`src/rtl/hsvrgb_pkg.sv`:
```
`default_nettype none
// ----------------------------------------------------------------------------
// hsvrgb_pkg
// shared types and constants of the hsv to rgb pixel pipeline
// ----------------------------------------------------------------------------
package hsvrgb_pkg;

	localparam int unsigned HUE_W  = 9;
	localparam int unsigned PCT_W  = 7;
	localparam int unsigned CHAN_W = 8;
	localparam int unsigned OFFS_W = 6;
	localparam int unsigned PROD_W = 14;
	localparam int unsigned FIX_W  = 28;
	localparam int unsigned RED_W  = 22;
	localparam int unsigned RECIP_W = 23;
	localparam int unsigned MUL_W  = RED_W + RECIP_W;

	localparam logic [PCT_W-1:0]   PCT_MAX    = 7'd100;
	localparam logic [HUE_W-1:0]   SECTOR_DEG = 9'd60;
	localparam logic [FIX_W-1:0]   HI_SCALE   = 28'd1530000;
	localparam logic [FIX_W-1:0]   LO_SCALE   = 28'd15300;
	localparam logic [FIX_W-1:0]   RAMP_SCALE = 28'd255;
	localparam int unsigned        DIV_SHIFT  = 6;
	localparam logic [RECIP_W-1:0] RECIP_M    = 23'd7330078;
	localparam int unsigned        RECIP_SHIFT = 36;

	typedef enum logic [2:0] {
		SEC_RED_GREEN_UP   = 3'd0,
		SEC_GREEN_RED_DOWN = 3'd1,
		SEC_GREEN_BLUE_UP  = 3'd2,
		SEC_BLUE_GREEN_DOWN = 3'd3,
		SEC_BLUE_RED_UP    = 3'd4,
		SEC_RED_BLUE_DOWN  = 3'd5
	} sector_t;

	typedef struct packed {
		sector_t             sector;
		logic [OFFS_W-1:0]   offs;
		logic [PCT_W-1:0]    v;
		logic [PROD_W-1:0]   vs;
		logic [PROD_W-1:0]   vc;
	} split_t;

	typedef struct packed {
		sector_t            sector;
		logic [FIX_W-1:0]   hi;
		logic [FIX_W-1:0]   lo;
		logic [FIX_W-1:0]   ramp;
	} span_t;

	typedef struct packed {
		logic [RED_W-1:0] r;
		logic [RED_W-1:0] g;
		logic [RED_W-1:0] b;
	} mix_t;

	typedef struct packed {
		logic [CHAN_W-1:0] red;
		logic [CHAN_W-1:0] green;
		logic [CHAN_W-1:0] blue;
	} rgb_t;

	function automatic logic [PCT_W-1:0] clamp_pct(input logic [PCT_W-1:0] x);
		return (x > PCT_MAX) ? PCT_MAX : x;
	endfunction

endpackage : hsvrgb_pkg
`default_nettype wire

```
`src/rtl/hsvrgb_if.sv`:
```
`default_nettype none
// ----------------------------------------------------------------------------
// hsvrgb interfaces
// valid/ready channels for hsv input items and rgb result items
// ----------------------------------------------------------------------------
interface hsvrgb_in_if;
	logic       valid;
	logic       ready;
	logic [8:0] hue;
	logic [6:0] saturation;
	logic [6:0] brightness;

	modport source (output valid, output hue, output saturation, output brightness,
		input ready);
	modport sink (input valid, input hue, input saturation, input brightness,
		output ready);
endinterface : hsvrgb_in_if

interface hsvrgb_out_if;
	logic       valid;
	logic       ready;
	logic [7:0] red;
	logic [7:0] green;
	logic [7:0] blue;

	modport source (output valid, output red, output green, output blue, input ready);
	modport sink (input valid, input red, input green, input blue, output ready);
endinterface : hsvrgb_out_if
`default_nettype wire

```
`src/rtl/hsv_to_rgb_pixel_unit.sv`:
```
`default_nettype none
// ----------------------------------------------------------------------------
// hsv_to_rgb_pixel_unit
// converts one hsv item to 8-bit red, green and blue per unstalled clock
// four register stages (split, span, mix, scale) from accepted item to result
// throughput: one item per cycle while the output is not stalled; each stage
// holds one item and refills as soon as its successor takes its item
// reset: arst_n clears the stage valid bits only; data registers are not reset
// ----------------------------------------------------------------------------
module hsv_to_rgb_pixel_unit
	import hsvrgb_pkg::*;
(
	input  wire logic       clk,
	input  wire logic       arst_n,
	hsvrgb_in_if.sink       in_item,
	hsvrgb_out_if.source    out_item
);

	logic   v1, v2, v3;
	logic   r1, r2, r3;
	split_t d1;
	span_t  d2;
	mix_t   d3;
	rgb_t   d4;

	hsvrgb_split u_split (
		.clk        (clk),
		.arst_n     (arst_n),
		.up_valid   (in_item.valid),
		.up_ready   (in_item.ready),
		.hue        (in_item.hue),
		.saturation (in_item.saturation),
		.brightness (in_item.brightness),
		.dn_valid   (v1),
		.dn_ready   (r1),
		.dn_data    (d1)
	);

	hsvrgb_span u_span (
		.clk      (clk),
		.arst_n   (arst_n),
		.up_valid (v1),
		.up_ready (r1),
		.up_data  (d1),
		.dn_valid (v2),
		.dn_ready (r2),
		.dn_data  (d2)
	);

	hsvrgb_mix u_mix (
		.clk      (clk),
		.arst_n   (arst_n),
		.up_valid (v2),
		.up_ready (r2),
		.up_data  (d2),
		.dn_valid (v3),
		.dn_ready (r3),
		.dn_data  (d3)
	);

	hsvrgb_scale u_scale (
		.clk      (clk),
		.arst_n   (arst_n),
		.up_valid (v3),
		.up_ready (r3),
		.up_data  (d3),
		.dn_valid (out_item.valid),
		.dn_ready (out_item.ready),
		.dn_data  (d4)
	);

	assign out_item.red   = d4.red;
	assign out_item.green = d4.green;
	assign out_item.blue  = d4.blue;

endmodule : hsv_to_rgb_pixel_unit
`default_nettype wire

```
`src/rtl/hsvrgb_split.sv`:
```
`default_nettype none
// ----------------------------------------------------------------------------
// hsvrgb_split
// stage 1: clamps inputs, splits hue into sector and offset, small products
// ----------------------------------------------------------------------------
module hsvrgb_split
	import hsvrgb_pkg::*;
(
	input  wire logic              clk,
	input  wire logic              arst_n,
	input  wire logic              up_valid,
	output logic                   up_ready,
	input  wire logic [HUE_W-1:0]  hue,
	input  wire logic [PCT_W-1:0]  saturation,
	input  wire logic [PCT_W-1:0]  brightness,
	output logic                   dn_valid,
	input  wire logic              dn_ready,
	output split_t                 dn_data
);

	logic              valid_s1;
	split_t            data_s1;
	split_t            next_data;
	logic [PCT_W-1:0]  s_c;
	logic [PCT_W-1:0]  v_c;
	logic [3:0]        quot;
	logic [HUE_W-1:0]  base;

	always_comb begin
		s_c  = clamp_pct(saturation);
		v_c  = clamp_pct(brightness);
		quot = 4'd0;
		for (int i = 1; i < 9; i++) begin
			if (hue >= HUE_W'(i) * SECTOR_DEG) begin
				quot = 4'(i);
			end
		end
		base = HUE_W'(quot) * SECTOR_DEG;
		next_data.offs   = OFFS_W'(hue - base);
		next_data.sector = (quot > 4'd5) ? SEC_RED_BLUE_DOWN : sector_t'(quot[2:0]);
		next_data.v      = v_c;
		next_data.vs     = PROD_W'(v_c) * PROD_W'(s_c);
		next_data.vc     = PROD_W'(v_c) * PROD_W'(PCT_MAX - s_c);
	end

	assign up_ready = !valid_s1 || dn_ready;

	always_ff @(posedge clk or negedge arst_n) begin
		if (!arst_n) begin
			valid_s1 <= 1'b0;
		end else if (up_ready) begin
			valid_s1 <= up_valid;
		end
	end

	always_ff @(posedge clk) begin
		if (up_ready && up_valid) begin
			data_s1 <= next_data;
		end
	end

	assign dn_valid = valid_s1;
	assign dn_data  = data_s1;

endmodule : hsvrgb_split
`default_nettype wire

```
`src/rtl/hsvrgb_span.sv`:
```
`default_nettype none
// ----------------------------------------------------------------------------
// hsvrgb_span
// stage 2: max, min and ramp in units of 1/600000 of a channel step
// ----------------------------------------------------------------------------
module hsvrgb_span
	import hsvrgb_pkg::*;
(
	input  wire logic    clk,
	input  wire logic    arst_n,
	input  wire logic    up_valid,
	output logic         up_ready,
	input  wire split_t  up_data,
	output logic         dn_valid,
	input  wire logic    dn_ready,
	output span_t        dn_data
);

	logic       valid_s2;
	span_t      data_s2;
	span_t      next_data;
	logic [19:0] vso;

	always_comb begin
		vso              = 20'(up_data.vs) * 20'(up_data.offs);
		next_data.sector = up_data.sector;
		next_data.hi     = FIX_W'(up_data.v) * HI_SCALE;
		next_data.lo     = FIX_W'(up_data.vc) * LO_SCALE;
		next_data.ramp   = FIX_W'(vso) * RAMP_SCALE;
	end

	assign up_ready = !valid_s2 || dn_ready;

	always_ff @(posedge clk or negedge arst_n) begin
		if (!arst_n) begin
			valid_s2 <= 1'b0;
		end else if (up_ready) begin
			valid_s2 <= up_valid;
		end
	end

	always_ff @(posedge clk) begin
		if (up_ready && up_valid) begin
			data_s2 <= next_data;
		end
	end

	assign dn_valid = valid_s2;
	assign dn_data  = data_s2;

endmodule : hsvrgb_span
`default_nettype wire

```
`src/rtl/hsvrgb_mix.sv`:
```
`default_nettype none
// ----------------------------------------------------------------------------
// hsvrgb_mix
// stage 3: rising and falling edges, per-sector channel selection
// ----------------------------------------------------------------------------
module hsvrgb_mix
	import hsvrgb_pkg::*;
(
	input  wire logic   clk,
	input  wire logic   arst_n,
	input  wire logic   up_valid,
	output logic        up_ready,
	input  wire span_t  up_data,
	output logic        dn_valid,
	input  wire logic   dn_ready,
	output mix_t        dn_data
);

	logic              valid_s3;
	mix_t              data_s3;
	mix_t              next_data;
	logic [FIX_W-1:0]  rise;
	logic [FIX_W-1:0]  fall;
	logic [FIX_W-1:0]  r;
	logic [FIX_W-1:0]  g;
	logic [FIX_W-1:0]  b;

	always_comb begin
		rise = up_data.lo + up_data.ramp;
		fall = up_data.hi - up_data.ramp;
		case (up_data.sector)
			SEC_RED_GREEN_UP: begin
				r = up_data.hi; g = rise;       b = up_data.lo;
			end
			SEC_GREEN_RED_DOWN: begin
				r = fall;       g = up_data.hi; b = up_data.lo;
			end
			SEC_GREEN_BLUE_UP: begin
				r = up_data.lo; g = up_data.hi; b = rise;
			end
			SEC_BLUE_GREEN_DOWN: begin
				r = up_data.lo; g = fall;       b = up_data.hi;
			end
			SEC_BLUE_RED_UP: begin
				r = rise;       g = up_data.lo; b = up_data.hi;
			end
			default: begin
				r = up_data.hi; g = up_data.lo; b = fall;
			end
		endcase
		next_data.r = RED_W'(r >> DIV_SHIFT);
		next_data.g = RED_W'(g >> DIV_SHIFT);
		next_data.b = RED_W'(b >> DIV_SHIFT);
	end

	assign up_ready = !valid_s3 || dn_ready;

	always_ff @(posedge clk or negedge arst_n) begin
		if (!arst_n) begin
			valid_s3 <= 1'b0;
		end else if (up_ready) begin
			valid_s3 <= up_valid;
		end
	end

	always_ff @(posedge clk) begin
		if (up_ready && up_valid) begin
			data_s3 <= next_data;
		end
	end

	assign dn_valid = valid_s3;
	assign dn_data  = data_s3;

endmodule : hsvrgb_mix
`default_nettype wire

```
`src/rtl/hsvrgb_scale.sv`:
```
`default_nettype none
// ----------------------------------------------------------------------------
// hsvrgb_scale
// stage 4: divides each channel by 9375 through an exact reciprocal product
// ----------------------------------------------------------------------------
module hsvrgb_scale
	import hsvrgb_pkg::*;
(
	input  wire logic  clk,
	input  wire logic  arst_n,
	input  wire logic  up_valid,
	output logic       up_ready,
	input  wire mix_t  up_data,
	output logic       dn_valid,
	input  wire logic  dn_ready,
	output rgb_t       dn_data
);

	logic              valid_s4;
	rgb_t              data_s4;
	rgb_t              next_data;
	logic [MUL_W-1:0]  pr;
	logic [MUL_W-1:0]  pg;
	logic [MUL_W-1:0]  pb;

	always_comb begin
		pr = MUL_W'(up_data.r) * MUL_W'(RECIP_M);
		pg = MUL_W'(up_data.g) * MUL_W'(RECIP_M);
		pb = MUL_W'(up_data.b) * MUL_W'(RECIP_M);
		next_data.red   = pr[RECIP_SHIFT +: CHAN_W];
		next_data.green = pg[RECIP_SHIFT +: CHAN_W];
		next_data.blue  = pb[RECIP_SHIFT +: CHAN_W];
	end

	assign up_ready = !valid_s4 || dn_ready;

	always_ff @(posedge clk or negedge arst_n) begin
		if (!arst_n) begin
			valid_s4 <= 1'b0;
		end else if (up_ready) begin
			valid_s4 <= up_valid;
		end
	end

	always_ff @(posedge clk) begin
		if (up_ready && up_valid) begin
			data_s4 <= next_data;
		end
	end

	assign dn_valid = valid_s4;
	assign dn_data  = data_s4;

endmodule : hsvrgb_scale
`default_nettype wire

```
`src/flat_wrapper.sv`:
```
// flat-port wrapper written by rule: the top's interface ports become plain ports
module hsv_to_rgb_pixel_unit_flat import hsvrgb_pkg::*;
  (clk, arst_n, in_item_valid, in_item_hue, in_item_saturation, in_item_brightness, in_item_ready, out_item_valid, out_item_red, out_item_green, out_item_blue, out_item_ready);
  hsvrgb_in_if in_item_i ();
  hsvrgb_out_if out_item_i ();
  input  wire logic clk;
  input  wire logic arst_n;
  input wire logic [$bits(in_item_i.valid)-1:0] in_item_valid;
  input wire logic [$bits(in_item_i.hue)-1:0] in_item_hue;
  input wire logic [$bits(in_item_i.saturation)-1:0] in_item_saturation;
  input wire logic [$bits(in_item_i.brightness)-1:0] in_item_brightness;
  output wire logic [$bits(in_item_i.ready)-1:0] in_item_ready;
  output wire logic [$bits(out_item_i.valid)-1:0] out_item_valid;
  output wire logic [$bits(out_item_i.red)-1:0] out_item_red;
  output wire logic [$bits(out_item_i.green)-1:0] out_item_green;
  output wire logic [$bits(out_item_i.blue)-1:0] out_item_blue;
  input wire logic [$bits(out_item_i.ready)-1:0] out_item_ready;
  assign in_item_i.valid = in_item_valid;
  assign in_item_i.hue = in_item_hue;
  assign in_item_i.saturation = in_item_saturation;
  assign in_item_i.brightness = in_item_brightness;
  assign in_item_ready = in_item_i.ready;
  assign out_item_valid = out_item_i.valid;
  assign out_item_red = out_item_i.red;
  assign out_item_green = out_item_i.green;
  assign out_item_blue = out_item_i.blue;
  assign out_item_i.ready = out_item_ready;
  hsv_to_rgb_pixel_unit u_core (.clk(clk), .arst_n(arst_n), .in_item(in_item_i), .out_item(out_item_i));
endmodule
```
`config.mk`:
```
export PLATFORM = sky130hd
export DESIGN_NAME = hsv_to_rgb_pixel_unit_flat
export DESIGN_NICKNAME = d
export VERILOG_FILES = /design/src/rtl/hsvrgb_pkg.sv /design/src/rtl/hsvrgb_if.sv /design/src/rtl/hsv_to_rgb_pixel_unit.sv /design/src/rtl/hsvrgb_split.sv /design/src/rtl/hsvrgb_span.sv /design/src/rtl/hsvrgb_mix.sv /design/src/rtl/hsvrgb_scale.sv /design/src/flat_wrapper.sv
export SDC_FILE = /design/constraint.sdc
export NUM_CORES = 2
export LEC_CHECK = 0
export ABC_AREA = 1
export BUFFER_PORTS_ARGS = -buffer_cell sky130_fd_sc_hd__buf_4
export CORE_AREA = 2 2 419 380
export DETAILED_ROUTE_END_ITERATION = 8
export DIE_AREA = 0 0 421 382
export SYNTH_ARGS = -nofsm -noshare
export SYNTH_HDL_FRONTEND = slang
export SYNTH_SLANG_ARGS = --single-unit
```
`constraint.sdc`:
```
create_clock -name clk -period 12.7 [get_ports clk]
set_input_delay 0 -clock clk [delete_from_list [all_inputs] [get_ports clk]]
set_output_delay 0 -clock clk [all_outputs]
set_load 0.01 [all_outputs]
```
### Yosys cells after proc, flatten, opt, wreduce, memory -nomap -nowiden

Index checks and enable logic that the tools add are counted.

| operators by class | value |
|---|---|
| add/subtract/negate cells | 4 |
| multipliers | 10 |
| magnitude comparators | 11 |
| equal/unequal tests | 4 |
| mux-type cells | 13 |
| reduce and logical (&&, ||, !) cells | 17 |

Operator list:

| cell | count |
|---|---|
| case mux 28 bit (3 select lines) | 3 |
| multiplier 22 x 22 -> 43 bit (second input constant) | 3 |
| greater-or-equal comparator 9 bit (second input constant) | 4 |
| adder 28 bit | 1 |
| multiplier 20 x 8 -> 28 bit (second input constant) | 1 |
| subtractor 28 bit | 1 |
| multiplier 14 x 12 -> 26 bit (second input constant) | 1 |
| multiplier 7 x 17 -> 24 bit (second input constant) | 1 |
| two-way mux 4 bit | 6 |
| multiplier 14 x 6 -> 20 bit | 1 |
| greater-or-equal comparator 9 x 8 -> 1 bit (second input constant) | 2 |
| > comparator 7 bit (second input constant) | 2 |
| multiplier 7 x 7 -> 14 bit | 1 |
| multiplier 8 x 8 -> 14 bit | 1 |
| two-way mux 7 bit | 2 |
| greater-or-equal comparator 9 x 6 -> 1 bit (second input constant) | 1 |
| greater-or-equal comparator 9 x 7 -> 1 bit (second input constant) | 1 |
| OR reduction 2 bit | 4 |
| subtractor 7 x 7 -> 8 bit (first input constant) | 1 |
| == test 3 x 2 -> 1 bit (second input constant) | 2 |
| subtractor 6 bit | 1 |
| > comparator 4 x 3 -> 1 bit (second input constant) | 1 |
| logical AND 1 bit | 4 |
| zero test 1 bit | 4 |
| other kinds (7) | 10 |

| word-level totals | value |
|---|---|
| flip-flop bits (word level) | 219 |
| output and inout port bits | 26 |

### Depth between registers and ports, before layout

| depth | value |
|---|---|
| depth in word-level cells | 11 |
| gate-level depth with buffers | 38 |
| gate-level depth less buffers | 37 |

### Hierarchy

From an unflattened synthesis, not the netlist that was laid out.

| unflattened totals | value |
|---|---|
| cells, all modules | 6972 |
| area, all modules | 55986.2 um^2 |

Modules (own cells, without submodules):

| module | times used | cells an instance | area each (um^2) | sequential area each (um^2) |
|---|---|---|---|---|
| hsvrgb_scale | 1 | 3415 | 28219.6 | 745.7 |
| hsvrgb_span | 1 | 1659 | 14686.6 | 2457.4 |
| hsvrgb_mix | 1 | 1270 | 7688.6 | 2006.9 |
| hsvrgb_split | 1 | 628 | 5391.4 | 1316.3 |

### Least setup slack after synthesis

OpenSTA, ideal clock, no wires.

| path | value |
|---|---|
| path kind | reg2reg |
| start point | register u_core.u_split.data_s1, in the netlist u_core.u_split.dn_data[36] |
| end point | register u_core.u_span.data_s2, in the netlist u_core.u_span.dn_data[25] (data pin) |
| library setup time | 0.260 ns |
| data arrival time | 6.933 ns |
| path slack | 5.507 ns |
| cell stages (with the launch flop) | 31 |
| path buffers | 1 |
| period minus slack after synthesis | 7.193 ns |
| cell sequence | edfxtp_1 clkbuf_1 nand2_1 inv_1 fa_1 inv_1 fa_1 fa_1 inv_1 ha_1 a21oi_1 nand2_1 nand3_1 nand3_2 a21oi_1 xor2_1 inv_1 fa_1 inv_1 fa_1 fa_1 fa_1 inv_1 ha_1 nand2_1 nor2_1 nand2_1 nor4_1 nand2_1 nand3_1 xor2_1 |

RTL lines:

| item | RTL line | RTL |
|---|---|---|
| from (decl) | hsvrgb_split.sv:22 | `split_t data_s1;` |
| from (signal assigned) | hsvrgb_split.sv:58 | `data_s1 <= next_data;` |
| to (signal assigned) | hsvrgb_span.sv:44 | `data_s2 <= next_data;` |
| to (decl) | hsvrgb_span.sv:20 | `span_t data_s2;` |

==> out/metrics.csv <==
stage,metric,value,unit
timing,period_minus_slack,7830,ps
detailed_routing,wirelength,150,mm
logic_synthesis,yosysWarningCount,0,
placement,placed_area,0.0574,mm2
die,start_util,34.8,%
setup_path,cp_max_fo,14,
timing,fin_crit_sh,61.7,%
logic_synthesis,synth-edff-count,214,
finish,drive_gt1_share,2.33,%
die,fp.coreArea,0.156,mm2
logic_synthesis,synth_top_area_share,32.4,%
clocking,cts_sinks,218,
finish,register_area,0.00653,mm2
logic_synthesis,syn_inst,6514,
timing,final_max_slew_viol_count,0,
setup_path,cp_top_family,adder cells,
placement,routabilityCongestion,0.985,
timing,rsz0062_at_grt,false,
setup_path,cpMaxStageDelayCell,edfxtp_1,
detailed_routing,routed-via-count,41600,
die,fp.dieH,382,um
clocking,cts_root_buf,clkbuf_16,
setup_path,max_stage_delay,610,ps
global_route,grt_pass1_vias,43700,
timing,relSlewSlack,10.7,%
timing,finalSetupViolations,0,
timing,worst_slew_pin_slew,1340,ps
die,pin_count,53,
placement,dp_hpwl,134,mm
setup_path,cp.arrival,8240,ps
detailed_routing,via_per_inst,4.77,
logic_synthesis,synth_common_cells,"1799 x inv_1, 1216 x nand2_1, 881 x fa_1, 824 x ha_1, 337 x nor2_1",
detailed_routing,routedWlPerCell,17.2,um
detailed_routing,dr.pass1.iters,6,
global_route,antenna_found_initial,2,
hold_path,hold_class,in2reg,
finish,final_nets,8331,
global_route,grt_max_degree,70,
flow_run,timing.max_cap.violations,0,
logic_synthesis,ys_top_cells_by_area,"fa_1 32%, ha_1 19%, inv_1 12%",
die,rows,138,
setup_path,cp.required,13110,ps
logic_synthesis,syn-cell-area,0.0544,mm2
timing,clock.fmax,0.128,GHz
clocking,cts_tree,yes,
finish,nFillCells,16000,
logic_synthesis,ys.flop_type,edfxtp_1,
finish,multi_input_area,0.0410,mm2
finish,num_antenna_cells,0,
finish,design_area,0.0587,mm2
logic_synthesis,synth.most_common_cell,inv_1,
clocking,clkLatencyLatePin,670,ps
timing,fin_skew,49.8,ps
status,status,"complete, no violations",
logic_synthesis,synth_top_area_cell,fa_1,
detailed_routing,drc,0,
clocking,numCtsBuffers,30,
logic_synthesis,yosys_register_bits,218,
timing,finalHoldViolations,0,
clocking,post-cts-setup-buffer-count,0,
global_route,grt_pass1_wl,242,mm
setup_path,cp-end-kind,flip-flop,
setup_path,critical_path_class,reg2reg,
setup_path,critical_path.most_common_cell,fa_1,
logic_synthesis,yosysSeqAreaShare,12.0,%
timing,fin_ws,4870,ps
setup_path,path_buf_inv,6,
global_route,overflow,0,
clocking,clk_pin_slew,60,ps
global_route,grt_use_total,19.0,%
logic_synthesis,synth_cell_type_count,50,
setup_path,start_kind,flip-flop,
logic_synthesis,syn_avg_cell_area,8.35,um2
clocking,ctsResizeCount,0,
die,fp.dieArea,0.161,mm2
placement,dp_slack,4860,ps
detailed_routing,antenna_left,0,
clocking,cts.path.max_buffers,3,
finish,syn_to_final_growth,7.86,%
logic_synthesis,ys_async_sr_fraction,1.83,%
die,die_w,421,um
clocking,cts-htree-levels,1,
timing,finalSetupTns,0,ps
detailed_routing,drt_iter0_markers,2434,
placement,numPortBuffers,52,
through the flow:
stage | util [%] | std cells | hold slack, ps
3_3_place_gp | 36.7 | 8643 | -201
5_1_grt | 37.5 | 8723 | 49.8
3_5_place_dp | 36.7 | 8643 | -199
4_1_cts | 37.5 | 8723 | 19.3
6_report | 37.5 | 8723 | 62.3
2_1_floorplan | - | 6519 | -296
tightest hold or removal path, stage by stage:
cell and delay (ps):
buf_4 130, nand2_1 70, nor2_1 60, inv_1 80
nand2_1 100, nand2_1 140
cells in the final DEF, fill, tap and decap left out, types with 16 or more instances in the layout:
master / instances
dlygate4sd3_1: 24
nand3_1: 270
nand4_1: 116
xor2_1: 89
nand3b_1: 18
inv_1: 1797
buf_4: 63
edfxtp_1: 214
nor2_1: 335
xnor2_1: 48
a21o_1: 36
nor4_1: 18
fa_1: 881
a31oi_1: 16
clkbuf_16: 30
ha_1: 824
o21bai_1: 32
nand2_1: 1216
a21oi_1: 270
o21ai_0: 127
nor3_1: 51
final cells by class:
type / count / area share [%]
Clock buffer: 31 / 1.29
Clock inverter: 25 / 0.522
Inverter: 1806 / 11.6
Multi-Input combinational cell: 4456 / 69.8
Sequential cell: 218 / 11.1
Tap cell: 2100 / 4.48
Timing Repair Buffer: 87 / 1.22
cell families (layout without fill, tap and decap cells):
family | Yosys count | in the layout | synth area share (%)
XOR/XNOR | 138 | 138 | 2.26
adder cells (fa/ha/maj) | 1705 | 1705 | 51.4
AND/OR/NAND/NOR | 2063 | 2063 | 15.9
flip-flops | 218 | 218 | 12.0
AO/OA/AOI/OAI | 543 | 543 | 5.67
other | 2 | 7 | 0.0138
buffers and inverters | 1845 | 1949 | 12.8
metal layers:
layer / up-vias / part of all wire [%] / GRT usage (%)
li1: 20300 / - / -
met1: 20200 / 48 / 27.3
met4: 0 / 2.2 / 3.96
met5: - / 0 / 0
met3: 157 / 5.1 / 2.15
met2: 977 / 45 / 30.7
state kept, by name (all words and copies together), names as in the netlist:
signal / cells
u_core.u_mix.dn_data: 66
u_core.u_scale.dn_data: 24
u_core.u_scale.dn_valid: 1
u_core.u_span.dn_data: 81
u_core.u_span.dn_valid: 1
u_core.u_split.dn_valid: 1
u_core.u_split.dn_data: 43
u_core.u_mix.dn_valid: 1
path summary, 6_finish.rpt:
check | start | cells past startpoint | slack, ps | endpoint
setup / recovery | u_core.u_split.dn_data[35]$_DFFE_PP_ | 27 | 4870 | u_core.u_span.dn_data[25]$_DFFE_PP_
hold / removal | in_item_hue[7] | 6 | 60 | u_core.u_split.dn_data[41]$_SDFFCE_PN1P_
setup reg to reg | u_core.u_split.dn_data[35]$_DFFE_PP_ | 27 | 4870 | u_core.u_span.dn_data[25]$_DFFE_PP_
hold reg to reg | u_core.u_split.dn_data[42]$_SDFFCE_PN0P_ | 0 | 420 | u_core.u_span.dn_data[85]$_DFFE_PP_
max in group asynchronous | arst_n | 3 | 12240 | u_core.u_scale.dn_valid$_DFFE_PN0P_
min in group asynchronous | arst_n | 3 | 270 | u_core.u_mix.dn_valid$_DFFE_PN0P_
timing repair:
action                                  in CTS  in global routing
hold endpoints to repair                    24                  0
hold buffers                                24                  0
endpoints found under the setup margin       0                  0
Power is not shown: default switching activity piles up to over one toggle a cycle in this logic, so the estimate is an artifact.
